<file path="src/rtl/rrq_pkg.sv">
// Shared constants for the random removal queue.
// No dependencies; imported by the queue, its remainder unit and its checker.
package rrq_pkg;

    // default sizing
    localparam int DEPTH_DEF      = 256;
    localparam int ITEM_WIDTH_DEF = 32;

    // fixed field widths
    localparam int ITEM_OUT_W = 32;
    localparam int RND_W      = 16;
    localparam int CAP_W      = 9;
    localparam int STATUS_W   = 2;

    localparam logic [CAP_W-1:0] CAP_RESET = 9'd256;

    // result status codes
    localparam logic [STATUS_W-1:0] ST_OK    = 2'd0;
    localparam logic [STATUS_W-1:0] ST_FULL  = 2'd1;
    localparam logic [STATUS_W-1:0] ST_EMPTY = 2'd2;

    // opcodes
    localparam logic OP_PUT = 1'b0;
    localparam logic OP_GET = 1'b1;

    // remainder unit: bits retired per cycle and iteration count
    localparam int DIV_STEP   = 4;
    localparam int DIV_ITERS  = RND_W / DIV_STEP;
    localparam int DIV_ITER_W = (DIV_ITERS > 1) ? $clog2(DIV_ITERS) : 1;

endpackage

</file>
<file path="src/rtl/rrq_divmod.sv">
// Iterative remainder unit: dividend modulo divisor, DIV_STEP bits per cycle.
// Depends on rrq_pkg.
module rrq_divmod
    import rrq_pkg::*;
#(
    parameter int DIV_W = 9
) (
    input  logic             i_clk,
    input  logic             i_rst_n,
    input  logic             i_start,
    input  logic [RND_W-1:0] i_dividend,
    input  logic [DIV_W-1:0] i_divisor,
    output logic             o_busy,
    output logic [DIV_W-1:0] o_rem
);

    logic                  r_busy, n_busy;
    logic [DIV_ITER_W-1:0] r_iter, n_iter;
    logic [RND_W-1:0]      r_num, n_num;
    logic [DIV_W-1:0]      r_rem, n_rem;
    logic [DIV_W-1:0]      r_div, n_div;
    logic [DIV_W-1:0]      w_rem;
    logic [RND_W-1:0]      w_num;

    // restoring remainder steps for this cycle
    always_comb begin
        logic [DIV_W:0] t;
        w_rem = r_rem;
        w_num = r_num;
        for (int k = 0; k < DIV_STEP; k++) begin
            t = {w_rem, w_num[RND_W-1]};
            if (t >= {1'b0, r_div}) begin
                t = t - {1'b0, r_div};
            end
            w_rem = t[DIV_W-1:0];
            w_num = {w_num[RND_W-2:0], 1'b0};
        end
    end

    // sequencing
    always_comb begin
        n_busy = r_busy;
        n_iter = r_iter;
        n_num  = r_num;
        n_rem  = r_rem;
        n_div  = r_div;
        if (i_start) begin
            n_busy = 1'b1;
            n_iter = '0;
            n_num  = i_dividend;
            n_rem  = '0;
            n_div  = i_divisor;
        end else if (r_busy) begin
            n_num  = w_num;
            n_rem  = w_rem;
            n_iter = r_iter + 1'b1;
            if (r_iter == DIV_ITER_W'(DIV_ITERS - 1)) begin
                n_busy = 1'b0;
            end
        end
    end

    always_ff @(posedge i_clk) begin
        if (!i_rst_n) begin
            r_busy <= 1'b0;
            r_iter <= '0;
        end else begin
            r_busy <= n_busy;
            r_iter <= n_iter;
        end
    end

    always_ff @(posedge i_clk) begin
        r_num <= n_num;
        r_rem <= n_rem;
        r_div <= n_div;
    end

    assign o_busy = r_busy;
    assign o_rem  = r_rem;

endmodule

</file>
<file path="config.mk">
export PLATFORM = sky130hd
export DESIGN_NAME = rrq_divmod
export DESIGN_NICKNAME = d
export VERILOG_FILES = /design/src/rtl/rrq_pkg.sv /design/src/rtl/rrq_divmod.sv
export SDC_FILE = /design/constraint.sdc
export NUM_CORES = 1
export LEC_CHECK = 0
export BUFFER_PORTS_ARGS = -buffer_cell sky130_fd_sc_hd__buf_4
export CAP_MARGIN = 20
export CORE_MARGIN = 2
export CORE_UTILIZATION = 50
export CTS_BUF_LIST = sky130_fd_sc_hd__clkbuf_4 sky130_fd_sc_hd__clkbuf_8
export CTS_CLUSTER_SIZE = 28
export DETAILED_ROUTE_END_ITERATION = 6
export GPL_ROUTABILITY_DRIVEN = 0
export GPL_TIMING_DRIVEN = 0
export PLACE_DENSITY_LB_ADDON = 0.2
export SYNTH_ARGS = -nofsm -noshare
export SYNTH_HDL_FRONTEND = slang
export SYNTH_SLANG_ARGS = --single-unit
</file>
<file path="constraint.sdc">
create_clock -name i_clk -period 8 [get_ports i_clk]
set_input_delay 1.2 -clock i_clk [delete_from_list [all_inputs] [get_ports i_clk]]
set_output_delay 1.2 -clock i_clk [all_outputs]
set_load 0.05 [all_outputs]
</file>
==> run summary <==
Run status = finished, final reports clean
Clk slew on worst S/H paths = 0.09 ns
Req. time, crit path = 8.22 ns
Length in cells of the worst reg-to-reg path = 38
Crit path largest cell delay = 0.43 ns
Post-synth EDFFs = 25
Port Buffers = 37
Mapped Area = 3447 µm²
Boundary Pins = 38
Largest net degree at the start of global routing = 18
Final worst path period need = 7.952 ns
Worst Hold End = o_rem[8]
Aggregate global routing overflow = 0
Worst EP arrival = 8.17 ns
CTS max path bufs = 2
Sequential area share after synthesis = 28.75%
Largest family of logic cells by synthesized area = compound AO/OA/AOI/OAI gates
Hold depth = 2
Setup violators final = 0
Post-DRT Antenna Nets = 0
Synth area leaders = edfxtp_1 22%, ha_1 13%, dfxtp_1 7.0%
Compound-Gate Fraction of Synth Area = 22.54%
Synth Flop Type = edfxtp_1
TritonCTS clock tree = yes
RR Startpoint = r_num[15]
# nets final = 523
Placed Cells = 485
Core area = 6719 µm²
Gr usage total = 24.48%
Most frequent cells after synthesis = 37 x ha_1, 37 x nor2_1, 28 x inv_1, 25 x a21oi_1, 25 x edfxtp_1
Final Hold Fails = 0
Die width = 87.03 µm
Area grow syn2layout = 36.33%
Critical-path top delay cell = edfxtp_1
Filler Cell Count = 467
Hold Crit Start = o_rem[8]
Residual DRC = 0
Average cell area after synthesis = 9.367 µm²
Peak Freq = 125.8 MHz
First-pass GRT wire length = 14.38 mm
TritonCTS Buffers = 5
Simple-gate share of the synthesized area = 12.74%
Post-synthesis mux area share = 8.603%
Post-Route WL = 10.27 mm
Hold Path Class = flip-flop to flip-flop
Drt pass-1 iters = 4
Root Driver = clkbuf_8
Critical Path Fanout Max = 6
Async set or reset register ratio after synthesis = 0%
Synth Area in XOR/XNOR = 6.606%
Routed wire per std cell = 19.20 µm
Mapped Cells = 368
Part of the cycle the worst path needs = 99.40%
Synth Register Bits = 37
Die area = 7574 µm²
Final cell count without fillers = 535
Slew HR = 63.04%
# clock sinks = 37
Final Max Tran Viols = 0
DRT iter0 DRCs = 206
Fin Hold WS = 0.5271 ns
Via density = 6.062
Yosys warnings = 0
R2R setup slack = 0.05 ns
Number of diodes = 0
Vias in the first global route = 2,974
Syn_nets = 437
Leading area contributor after synthesis = edfxtp_1
Hpwl dp = 6.621 mm
Final Skew = 0.01073 ns
Share of cells above drive strength 1 = 39.12%
MaxCap Viol Count = 0
Share of the synthesized area in the top cell type = 21.78%
Distinct cells, synth = 57
Die Y = 87.03 µm
Pin slew with the least headroom to its limit = 0.5545 ns
Critical R2R Capture = o_rem[3]
FP Rows = 30
Adder-Cell Fraction of Synth Area = 15.75%
Crit path kind = flip-flop to flip-flop
H-tree depth = 2
Via Count = 3,243
Critical path endpoint category = flip-flop
Nature of the critical path startpoint = flip-flop
Starting Density = 51.30%
Initial antenna violation count = 0
Clk_lat worst skew = 0.30 ns
flip-flops by register name, indices dropped and copies added, names as in the netlist:
signal / cells
r_num: 16
o_rem: 9
o_busy: 1
r_iter: 2
r_div: 9
worst max path at each step:
| stage | startpoint | depth (start not counted) | slack (ns) | to |
|---|---|---|---|---|
| final | r_num[15] | 38 | 0.05 | o_rem[3] |
| after global routing | r_num[15] | 40 | -0.24 | o_rem[3] |
| after CTS | r_num[15] | 38 | 0.005 | o_rem[8] |
| after detailed placement | r_div[0] | 35 | -1.05 | o_rem[8] |
| after global placement | r_div[0] | 35 | -1.05 | o_rem[8] |
| after floorplan | r_num[15] | 36 | 0.09 | o_rem[4] |
worst max-delay path: cells and delay by family, from the launching register on:
kind | cells | cell delay [ns]
muxes | 3 | 0.84
and+or+nand+nor | 5 | 0.53
adders and majority gates | 5 | 1.66
DFF | 1 | 0.43
buffers and inverters | 6 | 0.71
AOI/OAI and AO/OA | 19 | 3.66
cell type report:
cell class	instances	area [µm²]	area share [%]
Buffer	9	67.56	1.438
Multi-Input combinational cell	293	2694	57.32
Timing Repair Buffer	80	619.3	13.18
Tap cell	80	100.1	2.130
Sequential cell	37	994.7	21.17
Clock buffer	5	68.82	1.464
Clock inverter	3	46.29	0.9851
Inverter	28	108.9	2.316
per-layer routing:
metal / GRT usage, % / vias to the layer above / share of wire, % / wire (µm)
met3: 2.370 / 31 / 4.4 / 449
li1: - / 1532 / - / -
met5: 0 / - / 0 / 0
met1: 31.91 / 1557 / 41 / 4247
met2: 42.33 / 123 / 50 / 5174
met4: 8.239 / 0 / 3.9 / 399
metrics by stage:
step / cell area [µm²] / setup TNS (ns) / worst slack (ns) / utilization, %
floorplan: 3465 / 0 / 0.09002 / -
global placement: 3842 / -8.844 / -1.048 / 57.19
detailed placement: 3842 / -8.858 / -1.050 / 57.19
CTS: 4187 / 0 / 0.005420 / 62.31
global route: 4700 / -1.526 / -0.2446 / 69.94
finish: 4700 / 0 / 0.04809 / 69.94
logic make-up (layout without fill, tap and decap cells):
logic type                 Yosys count  count (layout)
DFF                                 37              37
and+or+nand+nor                     92              92
adders and majority gates           41              41
buffers and inverters               39             125
AOI/OAI and AO/OA                  106             106
xor gates and xnor gates            26              26
muxes                               27              28
repair_timing:
action                                  CTS  global route
resized for setup                        18            64
endpoints found under the setup margin    9             9
pin swaps                                13            32
setup buffers                            20            22
hold buffers                              0             0
cloned                                    0             3
cell usage in the layout (no fill, tap or decap), drive strengths merged, types with 3 or more instances in the layout:
| cell type | instances |
|---|---|
| buf | 84 |
| nor2 | 37 |
| ha | 37 |
| inv | 27 |
| edfxtp | 25 |
| a21oi | 25 |
| o21ai | 20 |
| mux2 | 19 |
| nand2 | 16 |
| xor2 | 15 |
| dfxtp | 12 |
| xnor2 | 11 |
| a21o | 10 |
| a211oi | 10 |
| clkbuf | 10 |
| o21a | 9 |
| mux2i | 9 |
| nand4 | 7 |
| nand3 | 7 |
| and2 | 6 |
| a221o | 4 |
| nor2b | 4 |
| fa | 4 |
| nand2b | 3 |
| o31ai | 3 |
| a311oi | 3 |
| or2 | 3 |
| o211ai | 3 |
| nor3 | 3 |
Power is not shown: default switching activity piles up to over one toggle a cycle in this logic, so the estimate is an artifact.
